===== src/sv/ss_pkg.sv =====
// shared types and state codes for the selection sorter
`timescale 1ns / 1ps

package ss_pkg;

  localparam int VAL_W = 32;

  typedef struct packed {
    logic signed [VAL_W-1:0] sort_value;
    logic                    is_last;
  } in_item_t;

  typedef struct packed {
    logic signed [VAL_W-1:0] sorted_value;
    logic                    last_out;
    logic                    overflow;
  } out_item_t;

  typedef struct packed {
    logic vld;
    logic first;
  } scan_ctl_t;

  typedef enum logic [2:0] {
    S_LOAD,
    S_SCAN,
    S_DRAIN,
    S_SWAP_A,
    S_SWAP_B,
    S_OUT_RD,
    S_OUT_CAP
  } state_t;

endpackage


===== src/sv/ss_ram.sv =====
// generic single-port-write, single-port-read ram with registered read data
`timescale 1ns / 1ps

module ss_ram #(
  parameter int WIDTH = 32,
  parameter int DEPTH = 8
) (
  input  logic                     clk,
  input  logic                     we,
  input  logic [$clog2(DEPTH)-1:0] waddr,
  input  logic [WIDTH-1:0]         wdata,
  input  logic                     re,
  input  logic [$clog2(DEPTH)-1:0] raddr,
  output logic [WIDTH-1:0]         rdata
);

  logic [WIDTH-1:0] mem [DEPTH];
  logic [WIDTH-1:0] rdata_r;

  always_ff @(posedge clk) begin
    if (we) begin
      mem[waddr] <= wdata;
    end
    if (re) begin
      rdata_r <= mem[raddr];
    end
  end

  assign rdata = rdata_r;

endmodule


===== src/sv/ss_min_unit.sv =====
// running minimum tracker for one selection pass
`timescale 1ns / 1ps

module ss_min_unit #(
  parameter int IDX_W = 3
) (
  input  logic                           clk,
  input  ss_pkg::scan_ctl_t              ctl,
  input  logic [IDX_W-1:0]               tag,
  input  logic signed [ss_pkg::VAL_W-1:0] data,
  output logic signed [ss_pkg::VAL_W-1:0] min_val,
  output logic [IDX_W-1:0]               min_idx,
  output logic signed [ss_pkg::VAL_W-1:0] start_val
);

  logic signed [ss_pkg::VAL_W-1:0] min_val_r, min_val_nxt;
  logic signed [ss_pkg::VAL_W-1:0] start_val_r, start_val_nxt;
  logic [IDX_W-1:0]                min_idx_r, min_idx_nxt;

  always_comb begin
    min_val_nxt   = min_val_r;
    min_idx_nxt   = min_idx_r;
    start_val_nxt = start_val_r;
    if (ctl.vld) begin
      if (ctl.first) begin
        min_val_nxt   = data;
        min_idx_nxt   = tag;
        start_val_nxt = data;
      end else if (data < min_val_r) begin
        min_val_nxt = data;
        min_idx_nxt = tag;
      end
    end
  end

  always_ff @(posedge clk) begin
    min_val_r   <= min_val_nxt;
    min_idx_r   <= min_idx_nxt;
    start_val_r <= start_val_nxt;
  end

  assign min_val   = min_val_r;
  assign min_idx   = min_idx_r;
  assign start_val = start_val_r;

endmodule


===== src/sv/selection_sorter.sv =====
// selection sorter top level: load, in-memory selection sort, sorted output
//
// usage: values arrive on the in_ channel, one per transfer, and the transfer
// with is_last set closes the set. up to MAX_ITEMS values are kept in a ram;
// further values are discarded and every result of that set flags overflow.
// while loading, in_stall is low and a transfer is taken whenever in_valid is
// high. after the closing transfer in_stall rises until the set has been
// sorted and its final result sits in the output register.
// in sorting, each pass streams the unsorted tail through the single ram read
// port into the minimum tracker, then writes the swap through the single
// write port in S_SWAP_A and S_SWAP_B. each result is read from the ram
// (S_OUT_RD), then loaded into the output register (S_OUT_CAP); the final
// one carries last_out.
// a stall on the out_ channel holds the output register and pauses the read
// sequence; the next set is accepted while the final result still waits.
// reset (rst_n low, synchronous) empties the set and the output register;
// ram contents are not cleared and are only read after being written.
`timescale 1ns / 1ps

module selection_sorter #(
  parameter int MAX_ITEMS = 8
) (
  input  logic              clk,
  input  logic              rst_n,
  input  logic              in_valid,
  output logic              in_stall,
  input  ss_pkg::in_item_t  in_data,
  output logic              out_valid,
  input  logic              out_stall,
  output ss_pkg::out_item_t out_data
);

  localparam int IDX_W = (MAX_ITEMS > 1) ? $clog2(MAX_ITEMS) : 1;
  localparam int CNT_W = $clog2(MAX_ITEMS + 1);
  localparam logic [CNT_W-1:0] CNT_MAX = CNT_W'(MAX_ITEMS);

  ss_pkg::state_t    state_r, state_nxt;
  logic [CNT_W-1:0]  count_r, count_nxt;
  logic              dropped_r, dropped_nxt;
  logic [IDX_W-1:0]  start_r, start_nxt;
  logic [IDX_W-1:0]  rd_idx_r, rd_idx_nxt;
  logic [IDX_W-1:0]  out_idx_r, out_idx_nxt;
  logic              rd_vld_r, rd_vld_nxt;
  logic [IDX_W-1:0]  rd_tag_r, rd_tag_nxt;
  logic              out_vld_r, out_vld_nxt;
  ss_pkg::out_item_t out_data_r, out_data_nxt;

  logic                            ram_we, ram_re;
  logic [IDX_W-1:0]                ram_waddr, ram_raddr;
  logic [ss_pkg::VAL_W-1:0]        ram_wdata, ram_rdata;
  ss_pkg::scan_ctl_t               scan_ctl;
  logic signed [ss_pkg::VAL_W-1:0] min_val, start_val;
  logic [IDX_W-1:0]                min_idx;

  logic             in_xfer, out_free;
  logic [CNT_W-1:0] count_load, last_idx;
  logic             scan_end, more_pass, out_final;

  assign in_xfer    = in_valid && !in_stall;
  assign out_free   = !out_vld_r || !out_stall;
  assign count_load = (count_r < CNT_MAX) ? count_r + CNT_W'(1) : count_r;
  assign last_idx   = count_r - CNT_W'(1);
  assign scan_end   = CNT_W'(rd_idx_r) == last_idx;
  assign more_pass  = (CNT_W'(start_r) + CNT_W'(2)) < count_r;
  assign out_final  = (CNT_W'(out_idx_r) + CNT_W'(1)) == count_r;

  assign scan_ctl.vld   = rd_vld_r;
  assign scan_ctl.first = rd_tag_r == start_r;

  ss_ram #(
    .WIDTH(ss_pkg::VAL_W),
    .DEPTH(MAX_ITEMS)
  ) u_store (
    .clk  (clk),
    .we   (ram_we),
    .waddr(ram_waddr),
    .wdata(ram_wdata),
    .re   (ram_re),
    .raddr(ram_raddr),
    .rdata(ram_rdata)
  );

  ss_min_unit #(
    .IDX_W(IDX_W)
  ) u_min (
    .clk      (clk),
    .ctl      (scan_ctl),
    .tag      (rd_tag_r),
    .data     ($signed(ram_rdata)),
    .min_val  (min_val),
    .min_idx  (min_idx),
    .start_val(start_val)
  );

  // next state
  always_comb begin
    state_nxt = state_r;
    case (state_r)
      ss_pkg::S_LOAD: begin
        if (in_xfer && in_data.is_last) begin
          state_nxt = (count_load >= CNT_W'(2)) ? ss_pkg::S_SCAN : ss_pkg::S_OUT_RD;
        end
      end
      ss_pkg::S_SCAN: begin
        if (scan_end) begin
          state_nxt = ss_pkg::S_DRAIN;
        end
      end
      ss_pkg::S_DRAIN:  state_nxt = ss_pkg::S_SWAP_A;
      ss_pkg::S_SWAP_A: state_nxt = ss_pkg::S_SWAP_B;
      ss_pkg::S_SWAP_B: state_nxt = more_pass ? ss_pkg::S_SCAN : ss_pkg::S_OUT_RD;
      ss_pkg::S_OUT_RD: begin
        if (out_free) begin
          state_nxt = ss_pkg::S_OUT_CAP;
        end
      end
      ss_pkg::S_OUT_CAP: state_nxt = out_final ? ss_pkg::S_LOAD : ss_pkg::S_OUT_RD;
      default: state_nxt = ss_pkg::S_LOAD;
    endcase
  end

  // datapath and outputs
  always_comb begin
    in_stall     = state_r != ss_pkg::S_LOAD;
    ram_we       = 1'b0;
    ram_waddr    = count_r[IDX_W-1:0];
    ram_wdata    = in_data.sort_value;
    ram_re       = 1'b0;
    ram_raddr    = rd_idx_r;
    count_nxt    = count_r;
    dropped_nxt  = dropped_r;
    start_nxt    = start_r;
    rd_idx_nxt   = rd_idx_r;
    out_idx_nxt  = out_idx_r;
    rd_vld_nxt   = 1'b0;
    rd_tag_nxt   = rd_idx_r;
    out_vld_nxt  = out_vld_r && out_stall;
    out_data_nxt = out_data_r;
    case (state_r)
      ss_pkg::S_LOAD: begin
        if (in_xfer) begin
          if (count_r < CNT_MAX) begin
            ram_we = 1'b1;
          end else begin
            dropped_nxt = 1'b1;
          end
          count_nxt   = count_load;
          start_nxt   = '0;
          rd_idx_nxt  = '0;
          out_idx_nxt = '0;
        end
      end
      ss_pkg::S_SCAN: begin
        ram_re     = 1'b1;
        rd_vld_nxt = 1'b1;
        rd_idx_nxt = rd_idx_r + IDX_W'(1);
      end
      ss_pkg::S_SWAP_A: begin
        ram_we    = 1'b1;
        ram_waddr = min_idx;
        ram_wdata = start_val;
      end
      ss_pkg::S_SWAP_B: begin
        ram_we      = 1'b1;
        ram_waddr   = start_r;
        ram_wdata   = min_val;
        start_nxt   = start_r + IDX_W'(1);
        rd_idx_nxt  = start_r + IDX_W'(1);
        out_idx_nxt = '0;
      end
      ss_pkg::S_OUT_RD: begin
        ram_raddr = out_idx_r;
        ram_re    = out_free;
      end
      ss_pkg::S_OUT_CAP: begin
        out_vld_nxt               = 1'b1;
        out_data_nxt.sorted_value = $signed(ram_rdata);
        out_data_nxt.last_out     = out_final;
        out_data_nxt.overflow     = dropped_r;
        out_idx_nxt               = out_idx_r + IDX_W'(1);
        if (out_final) begin
          count_nxt   = '0;
          dropped_nxt = 1'b0;
        end
      end
      default: begin
      end
    endcase
  end

  always_ff @(posedge clk) begin
    if (!rst_n) begin
      state_r   <= ss_pkg::S_LOAD;
      count_r   <= '0;
      dropped_r <= 1'b0;
      rd_vld_r  <= 1'b0;
      out_vld_r <= 1'b0;
    end else begin
      state_r   <= state_nxt;
      count_r   <= count_nxt;
      dropped_r <= dropped_nxt;
      rd_vld_r  <= rd_vld_nxt;
      out_vld_r <= out_vld_nxt;
    end
    start_r    <= start_nxt;
    rd_idx_r   <= rd_idx_nxt;
    out_idx_r  <= out_idx_nxt;
    rd_tag_r   <= rd_tag_nxt;
    out_data_r <= out_data_nxt;
  end

  assign out_valid = out_vld_r;
  assign out_data  = out_data_r;

  a_count_bound: assert property (@(posedge clk) disable iff (!rst_n)
    count_r <= CNT_MAX)
    else $error("fill count beyond capacity");

  a_no_rw_clash: assert property (@(posedge clk) disable iff (!rst_n)
    !(ram_we && ram_re))
    else $error("ram read and write in the same cycle");

  a_scan_range: assert property (@(posedge clk) disable iff (!rst_n)
    (state_r == ss_pkg::S_SCAN) |-> (rd_idx_r >= start_r) && (CNT_W'(rd_idx_r) < count_r))
    else $error("scan address outside the unsorted tail");

  a_set_done: assert property (@(posedge clk) disable iff (!rst_n)
    (state_r == ss_pkg::S_OUT_CAP && out_final) |=>
      (state_r == ss_pkg::S_LOAD) && (count_r == '0) && out_valid && out_data.last_out)
    else $error("set not closed after final result");

endmodule

===== config.mk =====
export PLATFORM = sky130hd
export DESIGN_NAME = selection_sorter
export DESIGN_NICKNAME = d
export VERILOG_FILES = /design/src/sv/ss_pkg.sv /design/src/sv/ss_ram.sv /design/src/sv/ss_min_unit.sv /design/src/sv/selection_sorter.sv
export SDC_FILE = /design/constraint.sdc
export NUM_CORES = 1
export LEC_CHECK = 0
export BUFFER_PORTS_ARGS = -buffer_cell sky130_fd_sc_hd__buf_4
export CORE_ASPECT_RATIO = 2
export CORE_MARGIN = 1
export CORE_UTILIZATION = 25
export CTS_BUF_LIST = sky130_fd_sc_hd__clkbuf_4
export DETAILED_ROUTE_END_ITERATION = 10
export PLACE_DENSITY = 0.51
export SYNTH_ARGS = -nofsm -noshare
export SYNTH_HDL_FRONTEND = slang
export SYNTH_SLANG_ARGS = --single-unit

===== constraint.sdc =====
create_clock -name clk -period 4.7 [get_ports clk]
set_input_delay 0.235 -clock clk [delete_from_list [all_inputs] [get_ports clk]]
set_output_delay 0.235 -clock clk [all_outputs]
set_load 0.05 [all_outputs]

Word level (Yosys, flattened, before mapping)
Memory sizes are Yosys's and may differ from the RTL's. A register that Yosys moved wholly into a read port is not among the register bits.
Index checks and enable logic that the tools add are counted.

storage, ports and cells
  flip-flop bits (word level) = 123
  RAM bits = 256
  input bits = 37
  output and inout bits = 36
  logic and storage cells = 99
  memories = 1

memories
  name         words  width  rd ports  clocked after Yosys merged registers in  wr ports  line          RTL
  u_store.mem  8      32     1         1                                        1         ss_ram.sv:17  logic [WIDTH-1:0] mem [DEPTH];

cells by class
  add/sub/neg operators = 7
  magnitude comparators = 4
  eq/ne operators = 15
  multiplexer cells = 34
  reduce and logical (&&, ||, !) cells = 23

operators with widths
  kind                                                                   count
  32-bit 2-to-1 mux                                                      2
  32-bit case mux with 2 select lines                                    1
  32-bit < comparator                                                    1
  3-bit 2-to-1 mux                                                       10
  3-bit case mux with 7 select lines                                     1
  3-bit case mux with 3 select lines                                     2
  4-bit 2-to-1 mux                                                       3
  2-bit != test, second input constant                                   6
  3-bit case mux with 2 select lines                                     2
  2-bit AND reduction                                                    5
  3-bit by 1-bit adder with 3-bit output, second input constant          3
  3-bit equality test, second input constant                             3
  1-bit 2-to-1 mux                                                       9
  3-bit nonzero test                                                     3
  4-bit case mux with 2 select lines                                     1
  3-bit by 2-bit equality test with 1-bit output, second input constant  2
  1-bit case mux with 2 select lines                                     3
  3-bit AND reduction                                                    2
  2-bit nonzero test                                                     3
  3-bit by 1-bit adder with 4-bit output, second input constant          1
  3-bit by 2-bit adder with 4-bit output, second input constant          1
  4-bit by 1-bit adder with 4-bit output, second input constant          1
  3-bit by 4-bit equality test with 1-bit output                         1
  4-bit equality test                                                    1
  other kinds (12)                                                       16

Depth between registers and ports, before layout
Gate-level depths: netlist (run 1).

  depth after elaboration = 7
  depth in mapped cells = 9

Modules after synthesis
A second synthesis (run 1) with hierarchy kept.

second synthesis, totals
  cell total of the unflattened synthesis = 894
  area total of the unflattened synthesis = 16618.4 um2

by module, submodules not included
  module            instances  cells an instance  area an instance (um2)  seq. area each (um2)
  ss_ram            1          415                10786.6                 8648.3
  selection_sorter  1          295                2990.4                  1551.5
  ss_min_unit       1          184                2841.5                  2011.9

Least setup slack after synthesis (run 1)
No wires, ideal clock.

  path kind = reg2reg
  from = register start_r[2]
  to = register u_min.min_idx_r[0] (netlist: u_min.min_idx[0]), enable pin
  arrival time = 3863 ps
  data required time = 4307 ps
  slack = 444 ps
  cell stages (with the launch flop) = 5
  path buffers = 0
  period minus slack after synthesis = 4256 ps
  cells stage by stage = edfxtp_1 xor2_1 nor3_1 a31oi_1 nand2_1

on the way
  longest elaborated chain between the ends = 3

RTL lines
  item                           line                     RTL
  start: declaration             selection_sorter.sv:40   logic [IDX_W-1:0] start_r, start_nxt;
  start signal: assignment       selection_sorter.sv:205  start_r <= start_nxt;
  3-bit equality test            selection_sorter.sv:68   assign scan_ctl.first = rd_tag_r == start_r;
  2-bit nonzero test (no line)   n/a
  2-bit AND reduction (no line)  n/a
  end signal: assignment         ss_min_unit.sv:38        min_idx_r <= min_idx_nxt;
  end: declaration               ss_min_unit.sv:18        logic [IDX_W-1:0] min_idx_r, min_idx_nxt;

Every way passes these cells.
A chain may end at the register's enable or synchronous reset.

Final worst setup path (run 1)
  from = register u_store.rdata_r[1] (netlist: u_store.rdata[1]) (read register of u_store.mem)
  to = register u_min.min_val_r, in the netlist u_min.min_val[20], enable pin

on the way
  longest elaborated chain between the ends = 3

RTL lines
  item                           line               RTL
  start: declaration             ss_ram.sv:18       logic [WIDTH-1:0] rdata_r;
  32-bit < comparator            ss_min_unit.sv:29  end else if (data < min_val_r) begin
  2-bit nonzero test (no line)   n/a
  2-bit AND reduction (no line)  n/a
  end signal: assignment         ss_min_unit.sv:37  min_val_r <= min_val_nxt;
  end: declaration               ss_min_unit.sv:16  logic signed [ss_pkg::VAL_W-1:0] min_val_r, min_val_nxt;

Every way passes these cells.

==> run summary, run 1 <==
area of the core - 0.0667 sq mm
top cells by area, synth - edfxtp_1, nand2_1, nand3_1
peak supply drop - 0.383 mV
minimum clock period - 3.51 ns
cts bufs inserted - 85
layout cell share with drive strength beyond 1 - 0.162
WL/cell - 17.5 microns
status - finished clean
pin count of the biggest net entering global routing - 65
cell-internal power - 7.47 mW
first-pass GRT wire length - 64,200 microns
final core occ - 0.300
fillers - 6,897
Post-synth EDFFs - 398
Routed WL - 42,600 microns
Clk pwr share - 0.225
CP max stage delay - 0.71 ns
TritonCTS clock tree - built
antenna viol nets, final - 0
Clk pin slew, worst setup/hold paths - 0.07 ns
postcts setup bufs - 0
gr usage total - 0.125
multiplexer area fraction after synthesis - 0.00439
Root Buffer Master - clkbuf_4
sequential share of power - 0.472
maximum root-to-sink buffer count - 3
Worst Setup Path Type - register to register
sw frac - 0.363
crit path DAT - 3.90 ns
Vias/cell - 4.43
Starting Density - 0.252
number of port buffers - 72
H-tree Lvls - 3
drt pass-1 iters - 6
Die Footprint - 0.0684 sq mm
std cell rows - 134
Pleak - 7.31 nW
Mapped Cells - 1,321
Synth async-reset ratio - 0
Yosys warning total - 0
slew margin rel. - 0.334
synth cell count leaders - edfxtp_1, nand2_1, nand3_1
Max Clock Freq - 285 MHz
power per cell area - 585 mW/mm^2
Layout area overhead - 19.0%
Final Max Tran Viols - 0
Max-Cap Viols - 0
nets - 1,559
Final Hold Fails - 0
GP Congestion - 0.840
Chip Height - 369 microns
startpoint types - register
Netlist cell types - 50
1st-iter DRT viols - 573
clk_skew - 0.0376 ns
detailed placement HPWL - 27,300 microns
CP max-delay cell - nand2_2
Adder-Cell Fraction of Synth Area - 0.0297
CP top delay family - simple AND/OR/NAND/NOR gates
area leader, netlist - edfxtp_1
mapped cell area - 0.0168 sq mm
CP bufs+invs - 1
top cell type's share of synthesized area - 0.710
# setup viols final - 0
flip-flop and latch count after synthesis - 411
Synth Area per Inst - 12.7 sq um
antenna violations before repair - 1
WP data required - 5.09 ns
Seq/Total Area, Yosys - 0.726
simple-gate share of the synthesized area - 0.156
DRC Markers - 0
Synth Flop Type - edfxtp_1
Critical Path Sink Type - register
number of global-route vias before repair - 11,100
Psw - 4.25 mW
crit-path cells - ha_1 -> a2111oi_0 -> a2111oi_0 -> buf_4 -> o21ai_1 -> or4b_1 -> nand2_2
largest family of logic cells by synthesized area - simple AND/OR/NAND/NOR gates
crit-path max FO - 35
clk_lat worst skew - 0.80 ns
final setup margin - 1.19 ns
RSZ-0062 raised after global routing - no
compound-cell area share of the yosys netlist - 0.0500
Logic pwr share - 0.303
clk sinks - 411
HP Class - input port to register
Die Wd - 185 microns
Hold Slack - 0.303 ns
Pwr Total - 11.7 mW
Overflow after GRT - 0
DR vias - 10,800
post-place setup slack - 1.17 ns
Slew @ Worst Pin - 0.978 ns
Syn Nets - 1,398
setup TNS - 0 ns
Post-Synth XOR/XNOR Area - 0.00729
most frequent cell after synthesis - edfxtp_1
Most common cell on crit path - a2111oi_0
Tcrit/Tclk final - 0.746
Ports - 73
==> tightest hold or removal path: stages <==
cell	delay, ns
dlygate4sd3_1	0.54
buf_4	0.15
nand2_1	0.06
mux2i_1	0.06
==> path summary, 6_finish.rpt <==
path	from	to	slack [ns]	depth (start not counted)
max	u_store.rdata[1]	u_min.min_val[20]	1.19	7
min	rst_n	state_r[0]	0.30	4
max reg2reg	u_store.rdata[1]	u_min.min_val[20]	1.19	7
min reg2reg	dropped_r	out_data[0]	0.45	0
==> state kept, by name, summed over array words and instances (netlist names) <==
| register | count |
|---|---|
| count_r | 4 |
| dropped_r | 1 |
| out_data | 34 |
| out_idx_r | 3 |
| out_valid | 1 |
| rd_idx_r | 3 |
| rd_tag_r | 3 |
| rd_vld_r | 1 |
| start_r | 3 |
| state_r | 3 |
| u_min.min_idx | 3 |
| u_min.min_val | 32 |
| u_min.start_val | 32 |
| u_store.mem | 256 |
| u_store.rdata | 32 |
==> metal layers <==
layer | up-vias | global-route usage | share of wire
li1 | 5132 | - | -
met1 | 5291 | 0.133 | 0.39
met2 | 265 | 0.234 | 0.54
met3 | 97 | 0.0217 | 0.040
met4 | 0 | 0.0577 | 0.033
met5 | - | 0 | 0
==> per-stage QoR <==
stage,std cells,area [sq um]
2_1_floorplan,1321,16800
6_report,2436,20000
5_1_grt,2435,20000
4_1_cts,2434,20000
3_5_place_dp,2240,18600
3_3_place_gp,2240,18600
==> cells by family after synthesis <==
family	after synthesis
and+or+nand+nor	612
DFF	411
AOI/OAI and AO/OA	130
buffers and inverters	108
adders and majority gates	40
xor gates and xnor gates	14
muxes	6
==> placed cells by master (no fill, tap or decap), types with 3 or more instances in the layout <==
cell type and count:
a21oi_1 24, a22oi_1 35, edfxtp_1 398, ha_1 40, clkinv_1 29, and4_1 3, mux2i_4 3, o211ai_1 3
nand2_1 383, o21ai_1 34, nor2b_1 3, xnor2_1 7, xor2_1 7, nand2b_1 4, inv_1 43, clkinv_2 3
nor2_1 19, buf_4 95, a31oi_1 3, a21o_1 5, nand4_1 6, clkbuf_4 116, dlygate4sd3_1 39, a211oi_1 4
nand3_1 163, inv_2 4, nor2_4 10, and3_1 4, dfxtp_1 13, o21ai_0 7, buf_12 4, nor3_1 4
==> power by group through the flow <==
stage          clock network (mW)  logic, mW  registers, mW
3_5_place_dp                    0       3.58           5.62
4_1_cts                      2.76       3.62           5.54
2_1_floorplan                   0       2.39           5.45
6_report                     2.64       3.55           5.53
3_3_place_gp                    0       3.54           5.59
5_1_grt                      2.88       3.96           5.60
==> final cells by class <==
class / count / area (sq um) / area share
Clock buffer: 116 / 871 / 0.0435
Inverter: 44 / 165 / 0.00825
Timing Repair Buffer: 138 / 1180 / 0.0591
Clock inverter: 39 / 210 / 0.0105
Multi-Input combinational cell: 802 / 4280 / 0.214
Antenna cell: 2 / 5.00 / 0.000250
Sequential cell: 411 / 12200 / 0.610
Tap cell: 884 / 1110 / 0.0552
==> timing repair <==
action,CTS,global route
hold buffers,39,0
endpoints found under the hold margin,269,0
resized for setup,0,0
setup endpoints to repair,0,0
(Power assumes the default switching activity.)
==> run 2: changes to the inputs <==
PLACE_DENSITY = 0.52   (was 0.51)
clock period = 3.05 ns   (was 4.7 ns; I/O delays follow)
==> run summary, run 2 (synthesis gave the netlist of run 1 again) <==
status - finished clean
most common cell after layout, fill and taps aside - edfxtp_1
number of port buffers - 72
drt pass-1 iters - 5
Chip Height - 369 microns
commonest non-fill, non-tap cells in the layout - edfxtp_1, nand2_1, nand3_1
WP data required - 3.53 ns
Psw - 6.49 mW
Final Max Tran Viols - 0
sequential share of power - 0.470
detailed placement HPWL - 26,400 microns
slew margin rel. - 0.371
H-tree Lvls - 3
crit-path max FO - 20
number of global-route vias before repair - 11,100
Max-Cap Viols - 0
Die Footprint - 0.0684 sq mm
Clk pin slew, worst setup/hold paths - 0.08 ns
peak supply drop - 0.510 mV
std cell rows - 134
Ports - 73
gr usage total - 0.127
Final Hold Fails - 0
post-place setup slack - 0.193 ns
R2R depth - 8
clk sinks - 411
final setup margin - 0.252 ns
crit path DAT - 3.27 ns
GP Congestion - 0.774
postcts setup bufs - 0
cell-internal power - 11.5 mW
Logic pwr share - 0.315
DR vias - 10,700
first-pass GRT wire length - 64,800 microns
WL/cell - 17.6 microns
Clk pwr share - 0.215
clk_lat worst skew - 0.80 ns
Root Buffer Master - clkbuf_4
Hold Path Stages - 4
sw frac - 0.360
nets - 1,569
Critical Path Sink Type - register
Worst Setup Path Type - register to register
TritonCTS clock tree - built
HP Class - input port to register
Starting Density - 0.252
Overflow after GRT - 0
startpoint types - register
# setup viols final - 0
antenna viol nets, final - 0
cts bufs inserted - 85
setup TNS - 0 ns
Slew @ Worst Pin - 0.944 ns
Die Wd - 185 microns
clk_skew - 0.0391 ns
1st-iter DRT viols - 568
minimum clock period - 2.80 ns
antenna violations before repair - 1
maximum root-to-sink buffer count - 3
layout cell share with drive strength beyond 1 - 0.170
max FFs per register - 256
DRC Markers - 0
Pleak - 7.39 nW
Vias/cell - 4.38
power per cell area - 891 mW/mm^2
area of the core - 0.0667 sq mm
Tcrit/Tclk final - 0.917
Routed WL - 43,000 microns
Most flops, register - u_store.mem
Layout area overhead - 20.2%
Max Clock Freq - 357 MHz
RSZ-0062 raised after global routing - no
pin count of the biggest net entering global routing - 97
## run 2: cell count changes in the layout (fill, tap and decap cells not counted), sizes merged
cell	change
buf	+12
bufinv	-2
dlygate4sd3	-2
clkbuf	-1
clkinv	-1
clkinvlp	+1
diode	-1
## run 2: critical path, stage by stage, from the launching register on
cell       delay, ns
edfxtp_1        0.44
ha_1            0.32
a2111oi_0       0.38
a2111oi_0       0.13
buf_4           0.15
o21ai_1         0.24
or4b_1          0.49
nand2_2         0.13
buf_12          0.19
## run 2: metal layers
| metal | vias up | global-route usage | routed length [microns] |
|---|---|---|---|
| li1 | 5141 | - | - |
| met1 | 5216 | 0.141 | 17100 |
| met2 | 263 | 0.236 | 22900 |
| met3 | 86 | 0.0204 | 1820 |
| met4 | 0 | 0.0545 | 1190 |
| met5 | - | 0 | 0 |
## run 2: worst paths after layout
path	startpoint	end	slack (ns)
min	out_stall	out_valid	0.22
max	u_store.rdata[1]	u_min.min_val[6]	0.25
min reg2reg	dropped_r	out_data[0]	0.45
max reg2reg	u_store.rdata[1]	u_min.min_val[6]	0.25
## run 2: timing repair
action | in CTS | in global routing
hold buffers | 37 | 0
setup endpoints to repair | 0 | 0
endpoints found under the hold margin | 275 | 0
gates resized for setup | 0 | 0
## run 2: area by class of cell
type | count | area, sq um
repair buffers | 148 | 1430
multi-input cells | 802 | 4280
diodes | 1 | 2.50
clock buffers | 115 | 863
fillers | 6911 | 46500
inverters | 44 | 165
well taps | 884 | 1110
clock inverters | 37 | 163
flip-flops and latches | 411 | 12200
## run 2: power by group through the flow
| stage | Clock, mW | Combinational [mW] | Sequential, mW |
|---|---|---|---|
| finish | 3.88 | 5.67 | 8.47 |
| global route | 4.26 | 6.35 | 8.57 |
| CTS | 4.05 | 5.85 | 8.47 |
| detailed placement | 0 | 5.79 | 8.60 |
| global placement | 0 | 5.71 | 8.54 |
| floorplan | 0 | 3.69 | 8.39 |
## run 2: metrics by stage
step	cells	area, sq um	utilization	hold slack [ns]	power (mW)
floorplan	1321	16800	-	0.293	12.1
global placement	2252	18800	0.282	0.425	14.2
detailed placement	2252	18800	0.282	0.428	14.4
CTS	2441	20200	0.303	0.128	18.4
global route	2442	20200	0.303	0.194	19.2
finish	2442	20200	0.303	0.220	18.0
==> run 3: changes to the inputs <==
REMOVE_ABC_BUFFERS = 1   (was not set)
==> run summary, run 3 (synthesis gave the netlist of run 1 again) <==
startpoint types - register
crit-path cells - ha_1 -> a2111oi_0 -> a2111oi_0 -> buf_4 -> o21ai_1 -> or4b_1 -> nand2_2 -> buf_12
DP Area - 0.0189 sq mm
Min-Delay Startpoint - rst_n
GP Congestion - 0.808
Worst Setup Path Type - register to register
Hold Path Stages - 4
Vias/cell - 4.47
Slew @ Worst Pin - 0.811 ns
Most flops, register - u_store.mem
DRC Markers - 0
first-pass GRT wire length - 68,900 microns
Clk pwr share - 0.226
H-tree Lvls - 3
Die Footprint - 0.0684 sq mm
WL/cell - 18.8 microns
Routed WL - 46,000 microns
Max-Cap Viols - 0
Chip Height - 369 microns
R2R depth - 8
layout cell share with drive strength beyond 1 - 0.177
area of the core - 0.0667 sq mm
slew margin rel. - 0.460
Final Hold Fails - 0
detailed placement HPWL - 28,800 microns
non-filler cells, final - 2,454
Clk pin slew, worst setup/hold paths - 0.08 ns
sequential share of power - 0.459
Pwr Total - 18.5 mW
cell-internal power - 11.9 mW
Psw - 6.66 mW
Starting Density - 0.252
RSZ-0062 raised after global routing - no
Logic pwr share - 0.315
sw frac - 0.359
peak supply drop - 0.458 mV
commonest non-fill, non-tap cells in the layout - edfxtp_1, nand2_1, nand3_1
WP data required - 3.50 ns
max FFs per register - 256
Most common cell on crit path - a2111oi_0
WHS Endpoint - count_r[0]
Overflow after GRT - 0
postcts setup bufs - 0
HP Class - input port to register
fillers - 6,861
Critical Path Sink Type - register
# setup viols final - 0
final setup margin - 0.275 ns
clk_skew - 0.0566 ns
Layout area overhead - 21.1%
pin count of the biggest net entering global routing - 74
power per cell area - 910 mW/mm^2
Max Clock Freq - 360 MHz
antenna violations before repair - 1
minimum clock period - 2.78 ns
CP max stage delay - 0.48 ns
cts bufs inserted - 88
nets - 1,578
maximum root-to-sink buffer count - 3
Crit. Startpoint - u_store.rdata[1]
Ports - 73
number of port buffers - 72
Pleak - 7.48 nW
most common cell after layout, fill and taps aside - edfxtp_1
Worst R2R Setup Slack - 0.27 ns
crit path DAT - 3.23 ns
1st-iter DRT viols - 658
Root Buffer Master - clkbuf_4
std cell rows - 134
final instance area - 0.0204 sq mm
CTS resizes - 0
DR vias - 11,000
CP max-delay cell - or4b_1
reg2reg start - u_store.rdata[1]
number of global-route vias before repair - 11,600
dpl cells - 2,258
Tcrit/Tclk final - 0.910
clk_lat worst skew - 0.79 ns
Die Wd - 185 microns
crit-path max FO - 31
gr usage total - 0.137
clk sinks - 411
Final Max Tran Viols - 0
antenna viol nets, final - 0
RR Endpoint - u_min.min_val[2]
drt pass-1 iters - 5
status - finished clean
TritonCTS clock tree - built
post-place setup slack - 0.281 ns
run 3: changes by cell type in the layout (fill, tap and decap cells not counted), moves of 2 or more:
cell and change:
buf_4 +5, bufinv_16 +3, clkbuf_4 +2, clkinv_2 +2
run 3: worst max-delay path by stage:
stage               cells after the start  slack [ns]                 to
floorplan                               6       -1.27  u_store.mem[3][0]
global placement                        8        0.27   u_min.min_val[1]
detailed placement                      8        0.28   u_min.min_val[3]
CTS                                     8        0.22  u_min.min_val[18]
global route                            8        0.19  u_min.min_val[17]
finish                                  8        0.27   u_min.min_val[2]
run 3: power by group through the flow:
| stage | clock, mW | sequential, mW | combinational (mW) |
|---|---|---|---|
| final | 4.19 | 8.50 | 5.84 |
| after global routing | 4.58 | 8.60 | 6.50 |
| after CTS | 4.34 | 8.50 | 5.99 |
| after detailed placement | 0 | 8.62 | 5.92 |
| after global placement | 0 | 8.56 | 5.87 |
| after floorplan | 0 | 8.44 | 3.49 |
run 3: area by class of cell:
| cell class | count | area, sq um | share of cell area |
|---|---|---|---|
| flip-flops and latches | 411 | 12200 | 0.599 |
| clock inverters | 41 | 250 | 0.0123 |
| repair buffers | 154 | 1490 | 0.0729 |
| multi-input cells | 802 | 4280 | 0.210 |
| clock buffers | 117 | 878 | 0.0431 |
| well taps | 884 | 1110 | 0.0543 |
| diodes | 1 | 2.50 | 0.000123 |
| inverters | 44 | 165 | 0.00811 |
run 3: metal layers:
layer  global-route usage  routed length [microns]  vias to the layer above
li1                     -                        -                     5157
met1                0.148                    17500                     5441
met2                0.256                    25000                      296
met3               0.0227                     2080                       66
met4               0.0618                     1410                        0
met5                    0                        0                        -
run 3: through the flow:
step	utilization	setup TNS, ns	hold WS (ns)
6_report	0.305	0	0.205
5_1_grt	0.305	0	0.191
4_1_cts	0.305	0	0.127
3_5_place_dp	0.283	0	0.451
3_3_place_gp	0.283	0	0.444
2_1_floorplan	-	-381.01	0.293
run 3: timing repair:
action                                  4_1_cts  5_1_grt
hold buffers                                 37        0
endpoints found under the hold margin       275        0
endpoints found under the setup margin        0        0
run 3: worst max-delay path, delay by kind of cell, from the launching register on:
kind            cells  cell delay [ns]
compound gates      3             0.70
fa+ha+maj           1             0.30
buf+inv             2             0.39
flops               1             0.43
simple gates        2             0.59
